**src/rtl/fifo_replacement_id_set_unit_defines.svh**
```systemverilog
// Assertion macros shared by the RTL files.
`ifndef FIFO_REPLACEMENT_ID_SET_UNIT_DEFINES_SVH
`define FIFO_REPLACEMENT_ID_SET_UNIT_DEFINES_SVH

`ifndef NO_ASSERTIONS
// Plain property, checked out of reset
`define FRIDS_ASSERT(lbl, prop, msg) \
  lbl: assert property (@(posedge clk_i) disable iff (!rst_ni) (prop)) else $error(msg);
// Overlapping implication, checked out of reset
`define FRIDS_ASSERT_IMP(lbl, ante, cons, msg) \
  lbl: assert property (@(posedge clk_i) disable iff (!rst_ni) (ante) |-> (cons)) \
    else $error(msg);
`else
`define FRIDS_ASSERT(lbl, prop, msg)
`define FRIDS_ASSERT_IMP(lbl, ante, cons, msg)
`endif

`endif

```
**src/rtl/frids_pkg.sv**
```systemverilog
`timescale 1ns / 1ps
`default_nettype none

package frids_pkg;

  // Field widths
  localparam int ID_W  = 30;
  localparam int CAP_W = 5;
  localparam int OCC_W = 5;

  // Defaults
  localparam int               ENTRIES_DEF = 16;
  localparam logic [CAP_W-1:0] CAP_RESET   = 5'd16;

  // Command codes
  localparam logic CMD_ACCESS = 1'b0;
  localparam logic CMD_LIST   = 1'b1;

  // Sequencer state
  typedef enum logic {
    ST_IDLE,
    ST_LIST
  } state_e;

  // Per-cycle operation broadcast to every cell
  typedef struct packed {
    logic insert;  // shift toward older, cell 0 takes the new id
    logic rotate;  // shift toward newer, tail takes the head id
  } cell_op_t;

endpackage

`default_nettype wire

```
**src/rtl/frids_cell.sv**
```systemverilog
`timescale 1ns / 1ps
`default_nettype none

// One slot of the age-ordered chain; cell 0 is the newest entry.
module frids_cell #(
  parameter int ENTRIES = frids_pkg::ENTRIES_DEF,
  parameter int IDX     = 0,
  localparam int CW     = $clog2(ENTRIES + 1)
) (
  input  wire logic                   clk_i,
  input  wire logic                   rst_ni,
  input  wire frids_pkg::cell_op_t    op_i,
  input  wire logic [CW-1:0]          count_i,
  input  wire logic [frids_pkg::ID_W-1:0] key_i,
  input  wire logic [frids_pkg::ID_W-1:0] prev_id_i,
  input  wire logic [frids_pkg::ID_W-1:0] next_id_i,
  input  wire logic [frids_pkg::ID_W-1:0] head_id_i,
  output logic [frids_pkg::ID_W-1:0]  id_o,
  output logic [frids_pkg::ID_W-1:0]  tail_id_o,
  output logic                        hit_o
);
  import frids_pkg::*;

  localparam logic [CW-1:0] IDX_C = CW'(IDX);

  logic [ID_W-1:0] id_q, id_d;
  logic            held;
  logic            tail;

  // Position relative to the fill level
  assign held = IDX_C < count_i;
  assign tail = (IDX_C + CW'(1)) == count_i;

  // Next id: shift in from the newer neighbor, or rotate toward the head
  always_comb begin
    id_d = id_q;
    priority if (op_i.insert) begin
      id_d = prev_id_i;
    end else if (op_i.rotate) begin
      id_d = tail ? head_id_i : next_id_i;
    end
  end

  always_ff @(posedge clk_i) begin
    id_q <= id_d;
  end

  assign id_o      = id_q;
  assign tail_id_o = tail ? id_q : '0;
  assign hit_o     = held && (id_q == key_i);

  `include "fifo_replacement_id_set_unit_defines.svh"

  // rst_ni is used by the assertion macros
  `FRIDS_ASSERT_IMP(a_tail_held, tail, held, "tail cell not held")
  `FRIDS_ASSERT_IMP(a_one_op, op_i.insert, !op_i.rotate, "insert and rotate together")
  `FRIDS_ASSERT_IMP(a_hit_held, hit_o, IDX_C < count_i, "hit on an empty cell")

endmodule

`default_nettype wire

```
**src/rtl/fifo_replacement_id_set_unit.sv**
```systemverilog
// Access: one result beat, registered at the accepting edge;
//   one access per cycle while the result beats are taken.
// List: entry count N held, N beats (one if empty), one per cycle while the beats are
//   taken, once the list state is entered; the chain rotates once per beat, input stalled meanwhile.
// Reset: asynchronous, active low; store empty, capacity 16, no clearing pass.
`timescale 1ns / 1ps
`default_nettype none

module fifo_replacement_id_set_unit #(
  parameter int ENTRIES = frids_pkg::ENTRIES_DEF
) (
  input  wire logic                        clk_i,
  input  wire logic                        rst_ni,
  // configuration
  input  wire logic                        cfg_we_i,
  input  wire logic [frids_pkg::CAP_W-1:0] cfg_wdata_i,
  // input channel
  input  wire logic                        in_valid_i,
  output logic                             in_stall_o,
  input  wire logic                        command_i,
  input  wire logic [frids_pkg::ID_W-1:0]  ident_i,
  // output channel
  output logic                             out_valid_o,
  input  wire logic                        out_stall_i,
  output logic                             hit_o,
  output logic                             evicted_valid_o,
  output logic [frids_pkg::ID_W-1:0]       evicted_id_o,
  output logic [frids_pkg::OCC_W-1:0]      occupancy_o,
  output logic                             list_valid_o,
  output logic [frids_pkg::ID_W-1:0]       list_id_o,
  output logic                             last_o
);
  import frids_pkg::*;

  localparam int CW = $clog2(ENTRIES + 1);

  // Clamp a raw capacity to 1..ENTRIES
  function automatic logic [CW-1:0] eff_cap(input logic [CAP_W-1:0] c);
    logic [CW-1:0] r;
    if (c == '0) begin
      r = CW'(1);
    end else if (32'(c) > ENTRIES) begin
      r = CW'(ENTRIES);
    end else begin
      r = CW'(c);
    end
    return r;
  endfunction

  state_e          state_q, state_d;
  logic [CAP_W-1:0] cap_q;
  logic [CW-1:0]   cap_eff;
  logic [CW-1:0]   cfg_cap;
  logic [CW-1:0]   count_q, count_d;
  logic [CW-1:0]   rem_q, rem_d;
  cell_op_t        op;

  logic [ID_W-1:0]    cell_id   [ENTRIES];
  logic [ID_W-1:0]    cell_tail [ENTRIES];
  logic [ENTRIES-1:0] cell_hit;
  logic               any_hit;
  logic [ID_W-1:0]    tail_id;

  logic               out_free;
  logic               acc;
  logic               out_load;
  logic               out_valid_q, out_valid_d;
  logic               hit_q, hit_d;
  logic               ev_valid_q, ev_valid_d;
  logic [ID_W-1:0]    ev_id_q, ev_id_d;
  logic [OCC_W-1:0]   occ_q, occ_d;
  logic               lv_q, lv_d;
  logic [ID_W-1:0]    lid_q, lid_d;
  logic               last_q, last_d;

  assign cap_eff = eff_cap(cap_q);
  assign cfg_cap = eff_cap(cfg_wdata_i);

  // Chain of cells, newest at index 0
  for (genvar k = 0; k < ENTRIES; k++) begin : g_cell
    logic [ID_W-1:0] prev_id;
    logic [ID_W-1:0] next_id;
    if (k == 0) begin : g_head
      assign prev_id = ident_i;
    end else begin : g_mid
      assign prev_id = cell_id[k-1];
    end
    if (k == ENTRIES - 1) begin : g_end
      assign next_id = '0;
    end else begin : g_nxt
      assign next_id = cell_id[k+1];
    end
    frids_cell #(
      .ENTRIES (ENTRIES),
      .IDX     (k)
    ) u_cell (
      .clk_i     (clk_i),
      .rst_ni    (rst_ni),
      .op_i      (op),
      .count_i   (count_q),
      .key_i     (ident_i),
      .prev_id_i (prev_id),
      .next_id_i (next_id),
      .head_id_i (cell_id[0]),
      .id_o      (cell_id[k]),
      .tail_id_o (cell_tail[k]),
      .hit_o     (cell_hit[k])
    );
  end

  // Match and oldest-entry gather
  assign any_hit = |cell_hit;
  always_comb begin
    tail_id = '0;
    for (int k = 0; k < ENTRIES; k++) begin
      tail_id = tail_id | cell_tail[k];
    end
  end

  // Handshake
  assign out_free   = !out_valid_q || !out_stall_i;
  assign in_stall_o = !((state_q == ST_IDLE) && out_free);
  assign acc        = in_valid_i && !in_stall_o;

  // Sequencer and result beat
  always_comb begin
    state_d    = state_q;
    count_d    = count_q;
    rem_d      = rem_q;
    op         = '0;
    out_load   = 1'b0;
    hit_d      = 1'b0;
    ev_valid_d = 1'b0;
    ev_id_d    = '0;
    occ_d      = OCC_W'(count_q);
    lv_d       = 1'b0;
    lid_d      = '0;
    last_d     = 1'b1;
    unique case (state_q)
      ST_IDLE: begin
        if (acc) begin
          if (command_i == CMD_LIST) begin
            if (count_q == '0) begin
              out_load = 1'b1;
            end else begin
              rem_d   = count_q;
              state_d = ST_LIST;
            end
          end else begin
            out_load = 1'b1;
            if (any_hit) begin
              hit_d = 1'b1;
            end else begin
              op.insert = 1'b1;
              if (count_q >= cap_eff) begin
                ev_valid_d = 1'b1;
                ev_id_d    = tail_id;
              end else begin
                count_d = count_q + CW'(1);
              end
              occ_d = OCC_W'(count_d);
            end
          end
        end
      end
      ST_LIST: begin
        if (out_free) begin
          out_load  = 1'b1;
          op.rotate = 1'b1;
          lv_d      = 1'b1;
          lid_d     = cell_id[0];
          last_d    = (rem_q == CW'(1));
          rem_d     = rem_q - CW'(1);
          if (rem_q == CW'(1)) begin
            state_d = ST_IDLE;
          end
        end
      end
      default: begin
        state_d = ST_IDLE;
      end
    endcase
    // Lowering capacity drops the oldest entries
    if (cfg_we_i && (count_q > cfg_cap)) begin
      count_d = cfg_cap;
    end
  end

  assign out_valid_d = out_load || (out_valid_q && out_stall_i);

  // Control registers
  always_ff @(posedge clk_i or negedge rst_ni) begin
    if (!rst_ni) begin
      state_q     <= ST_IDLE;
      cap_q       <= CAP_RESET;
      count_q     <= '0;
      rem_q       <= '0;
      out_valid_q <= 1'b0;
    end else begin
      state_q     <= state_d;
      count_q     <= count_d;
      rem_q       <= rem_d;
      out_valid_q <= out_valid_d;
      if (cfg_we_i) begin
        cap_q <= cfg_wdata_i;
      end
    end
  end

  // Result beat payload
  always_ff @(posedge clk_i) begin
    if (out_load) begin
      hit_q      <= hit_d;
      ev_valid_q <= ev_valid_d;
      ev_id_q    <= ev_id_d;
      occ_q      <= occ_d;
      lv_q       <= lv_d;
      lid_q      <= lid_d;
      last_q     <= last_d;
    end
  end

  assign out_valid_o     = out_valid_q;
  assign hit_o           = hit_q;
  assign evicted_valid_o = ev_valid_q;
  assign evicted_id_o    = ev_id_q;
  assign occupancy_o     = occ_q;
  assign list_valid_o    = lv_q;
  assign list_id_o       = lid_q;
  assign last_o          = last_q;

  `include "fifo_replacement_id_set_unit_defines.svh"

  `FRIDS_ASSERT(a_cnt_le_cap, count_q <= cap_eff, "occupancy above capacity")
  `FRIDS_ASSERT_IMP(a_list_rem, state_q == ST_LIST, rem_q != '0, "list with nothing left")
  `FRIDS_ASSERT_IMP(a_list_stall, state_q == ST_LIST, in_stall_o, "input taken during list")
  `FRIDS_ASSERT_IMP(a_mid_beat, out_load && !last_d, state_q == ST_LIST,
                    "non-final beat outside list")

endmodule

`default_nettype wire
```
**config.mk**
```make
export PLATFORM = sky130hd
export DESIGN_NAME = fifo_replacement_id_set_unit
export DESIGN_NICKNAME = d
export VERILOG_FILES = /design/src/rtl/frids_pkg.sv /design/src/rtl/frids_cell.sv /design/src/rtl/fifo_replacement_id_set_unit.sv
export VERILOG_INCLUDE_DIRS = /design/src /design/src/rtl
export SDC_FILE = /design/constraint.sdc
export NUM_CORES = 2
export LEC_CHECK = 0
export BUFFER_PORTS_ARGS = -buffer_cell sky130_fd_sc_hd__buf_4
export CORE_UTILIZATION = 35
export DETAILED_ROUTE_END_ITERATION = 10
export PLACE_DENSITY = 0.58
export SYNTH_ARGS = -nofsm -noshare
export SYNTH_HDL_FRONTEND = slang
export SYNTH_SLANG_ARGS = --single-unit
```
**constraint.sdc**
```tcl
create_clock -name clk_i -period 37.4 [get_ports clk_i]
set_clock_uncertainty 0.1 [all_clocks]
set_input_delay 1.87 -clock clk_i [delete_from_list [all_inputs] [get_ports clk_i]]
set_output_delay 1.87 -clock clk_i [all_outputs]
set_load 0.05 [all_outputs]
```
==> impl_metrics.yaml <==
synthesis:
  yosysSeqAreaShare_pct: 45.6
  ys_types: 52
  synth.avg_cell_area_um2: 12.0
  yosys.area_share.simple_pct: 8.24
  ys_ff_latch: 566
  yosysTopAreaCellShare_pct: 44.4
  ys_top_cells_by_area: "edfxtp_1 44%, mux2_2 11%, mux2_1 8.5%"
  synth_compound_area_share_pct: 7.90
  async_flop_share_pct: 3.00
  synth_cells: 3100
  synth_top_family_by_area: "multiplexers"
  synth_edf_count: 549
  synth_top_cell_by_area: "edfxtp_1"
  synth_fa_ha_area_share_pct: 0.506
  synthTopCellsByCount: "549 x edfxtp_1, 348 x mux2_2, 324 x xor2_1"
  synth_warnings: 0
  synth_xor_area_share_pct: 11.3
  yosysMostFrequentCell: "edfxtp_1"
  synth_flop_cell: "edfxtp_1"
  synth_area_mm2: 0.0371
  postSynthNetCount: 3156
  synthMuxAreaShare_pct: 22.0
clock_tree:
  clock_latency_ns: 0.64
  cts_tree: "built"
  cts_made_buffers: 68
  clk_transition_reported_paths_ns: 0.05
  postCtsSetupBuffers: 0
  cts.sinks: 566
  cts_resized: 0
  hold_buffers: 0
  clockBufferDepth: 3
  clock-root-buffer: "clkbuf_16"
  cts.htree.levels: 3
power:
  p_clk_share_pct: 19.4
  switching_power_uw: 1510
  p_leak_uw: 0.0139
  swShare_pct: 43.8
  p_per_area_mw_per_mm2: 84.4
  sequentialPowerShare_pct: 44.3
  power.internal_uw: 1940
  peakVddDrop_uv: 50.7
  combPwrFrac_pct: 36.3
run:
  maxCapViolations: 0
floorplanning:
  initial_core_util_pct: 35.3
  core-area_mm2: 0.105
  ios: 112
  die_area_mm2: 0.107
  fp.dieW_um: 328
  die_h_um: 328
  placementRows: 119
timing:
  finalCritPeriodShare_pct: 21.8
  finalWorstSetupSlack_ns: 29.26
  slew_headroom_pct: 17.4
  drv_slew: 0
  finalSetupTns_ns: 0
  max_freq_mhz: 123
  rsz0062_at_grt: "no"
  worst_slew_pin_slew_ns: 1.24
  finalSetupViolCount: 0
  fin_crit_ns: 8.14
  hold_violations: 0
placed_design:
  place_ws_ns: 28.98
  place_hpwl_um: 111000
  place_congestion: 1.15
  io_buffers: 111
run_status:
  status: "completed"
critical_path:
  reg2reg_slack_ns: 29.91
  start_kind: "input pin"
  cp.arrival_ns: 8.28
  cp-end-kind: "register"
  cp.required_ns: 37.54
  critPathKind: "in -> reg"
  crit_fanout: 180
drt:
  first_pass_iters: 7
  ant_nets: 0
  drtIter0Drc: 5053
  drc: 0
  vias: 29171
  wl_um: 166000
  routedWlPerCell_um: 37.3
  vias_per_cell: 6.56
finish:
  area_delta_synth_final_pct: 10.3
  nets: 3060
  drive_above_1_share_pct: 20.8
  multi_input_area_mm2: 0.0187
  seqCellArea_mm2: 0.0169
  fillers: 10201
global_routing:
  grt_pass1_vias: 27198
  grt_util_all_layers_pct: 30.2
  gr-total-overflow: 0
  grt_pass1_wl_um: 230000
  antenna_found_initial: 20
  grt_max_degree: 181
min_path:
  hold_path.class: "reg -> reg"
==> cell usage in the layout, fill, tap and decap left out, types with 4 or more instances in the layout <==
cell,n
bufinv_16,5
nor2b_1,4
and3_4,4
nand2_1,74
a21oi_1,13
a222oi_1,76
nor2_1,17
a221oi_1,16
nor3_2,5
nand3_1,57
a22oi_1,91
nor4_1,85
inv_1,12
and3_1,31
a31oi_1,6
dfrtp_1,16
o21ai_0,147
o31ai_1,4
clkbuf_16,73
mux2i_1,109
nor2_4,5
edfxtp_1,549
buf_4,165
clkinv_2,6
ha_1,15
xor2_1,324
o21a_1,30
clkinv_1,15
mux2_2,348
clkbuf_1,17
buf_12,4
nor3_1,22
a22o_1,14
nand4_1,216
nand2b_1,5
mux2_1,280
xnor2_1,156
diode_2,5
==> cells by family after synthesis <==
logic type / Yosys count
DFF: 566
and+or+nand+nor: 542
xor gates and xnor gates: 480
muxes: 737
AOI/OAI and AO/OA: 412
buffers and inverters: 348
adders and majority gates: 15
==> state kept, by name (all words and copies together), names as in the netlist, 5 cells and up <==
name and cells:
count_q 5, occupancy_o 5, g_cell.u_cell.id_o 480, list_id_o 30, cap_q 5, evicted_id_o 30, rem_q 5
==> critical path, stage by stage <==
cell      delay (ns)
buf_4           0.31
xor2_1          0.79
nor4_1          0.25
nand4_1         0.21
o22ai_1         0.11
a311oi_1        0.34
nand4_1         0.58
nor3_2          0.37
buf_12          0.75
nand2b_4        0.67
buf_4           0.85
buf_12          0.68
==> path summary, 6_finish.rpt <==
check                                  from                         to  depth (start not counted)
worst max-delay path            ident_i[29]  g_cell[6].u_cell.id_o[20]                         12
worst min-delay path               cap_q[0]                   cap_q[0]                          1
worst max register to register   count_q[4]  g_cell[6].u_cell.id_o[20]                         11
worst min register to register     cap_q[0]                   cap_q[0]                          1
max in group asynchronous            rst_ni                   cap_q[4]                          1
min in group asynchronous            rst_ni                 count_q[0]                          1
==> per-stage QoR <==
step           instance area, um^2  hold slack, ns  std cells  total power, uW  utilization (%)
5_1_grt                      40900           0.451       4447             3540             38.9
4_1_cts                      40900           0.433       4445             3410             38.9
2_1_floorplan                37100           0.381       3100             2180                -
3_5_place_dp                 38700           0.413       4325             2730             36.8
6_report                     40900           0.422       4450             3450             38.9
3_3_place_gp                 38700           0.404       4325             2730             36.8
==> power by group through the flow <==
stage | logic [uW] | clock network [uW] | registers, uW
after detailed placement | 1220 | 0 | 1520
after global placement | 1210 | 0 | 1520
final | 1250 | 670 | 1530
after floorplan | 754 | 0 | 1430
after CTS | 1220 | 678 | 1500
after global routing | 1300 | 699 | 1540
==> metal layers <==
| layer | track usage (%) | up-vias | part of all wire [%] |
|---|---|---|---|
| met2 | 44.9 | 2156 | 43 |
| met3 | 6.21 | 456 | 11 |
| met5 | 0 | - | 0.048 |
| met4 | 17.4 | 14 | 6.9 |
| met1 | 40.5 | 14780 | 39 |
| li1 | - | 11765 | - |
==> area by class of cell <==
cell class              count  area share (%)
inverters                  13           0.119
well taps                1391            4.26
flip-flops and latches    566            41.4
multi-input cells        2186            45.7
diodes                      5          0.0306
clock buffers              91            4.66
repair buffers            169            3.22
clock inverters            29           0.639
Note: power is estimated with default switching activity, not from simulation.
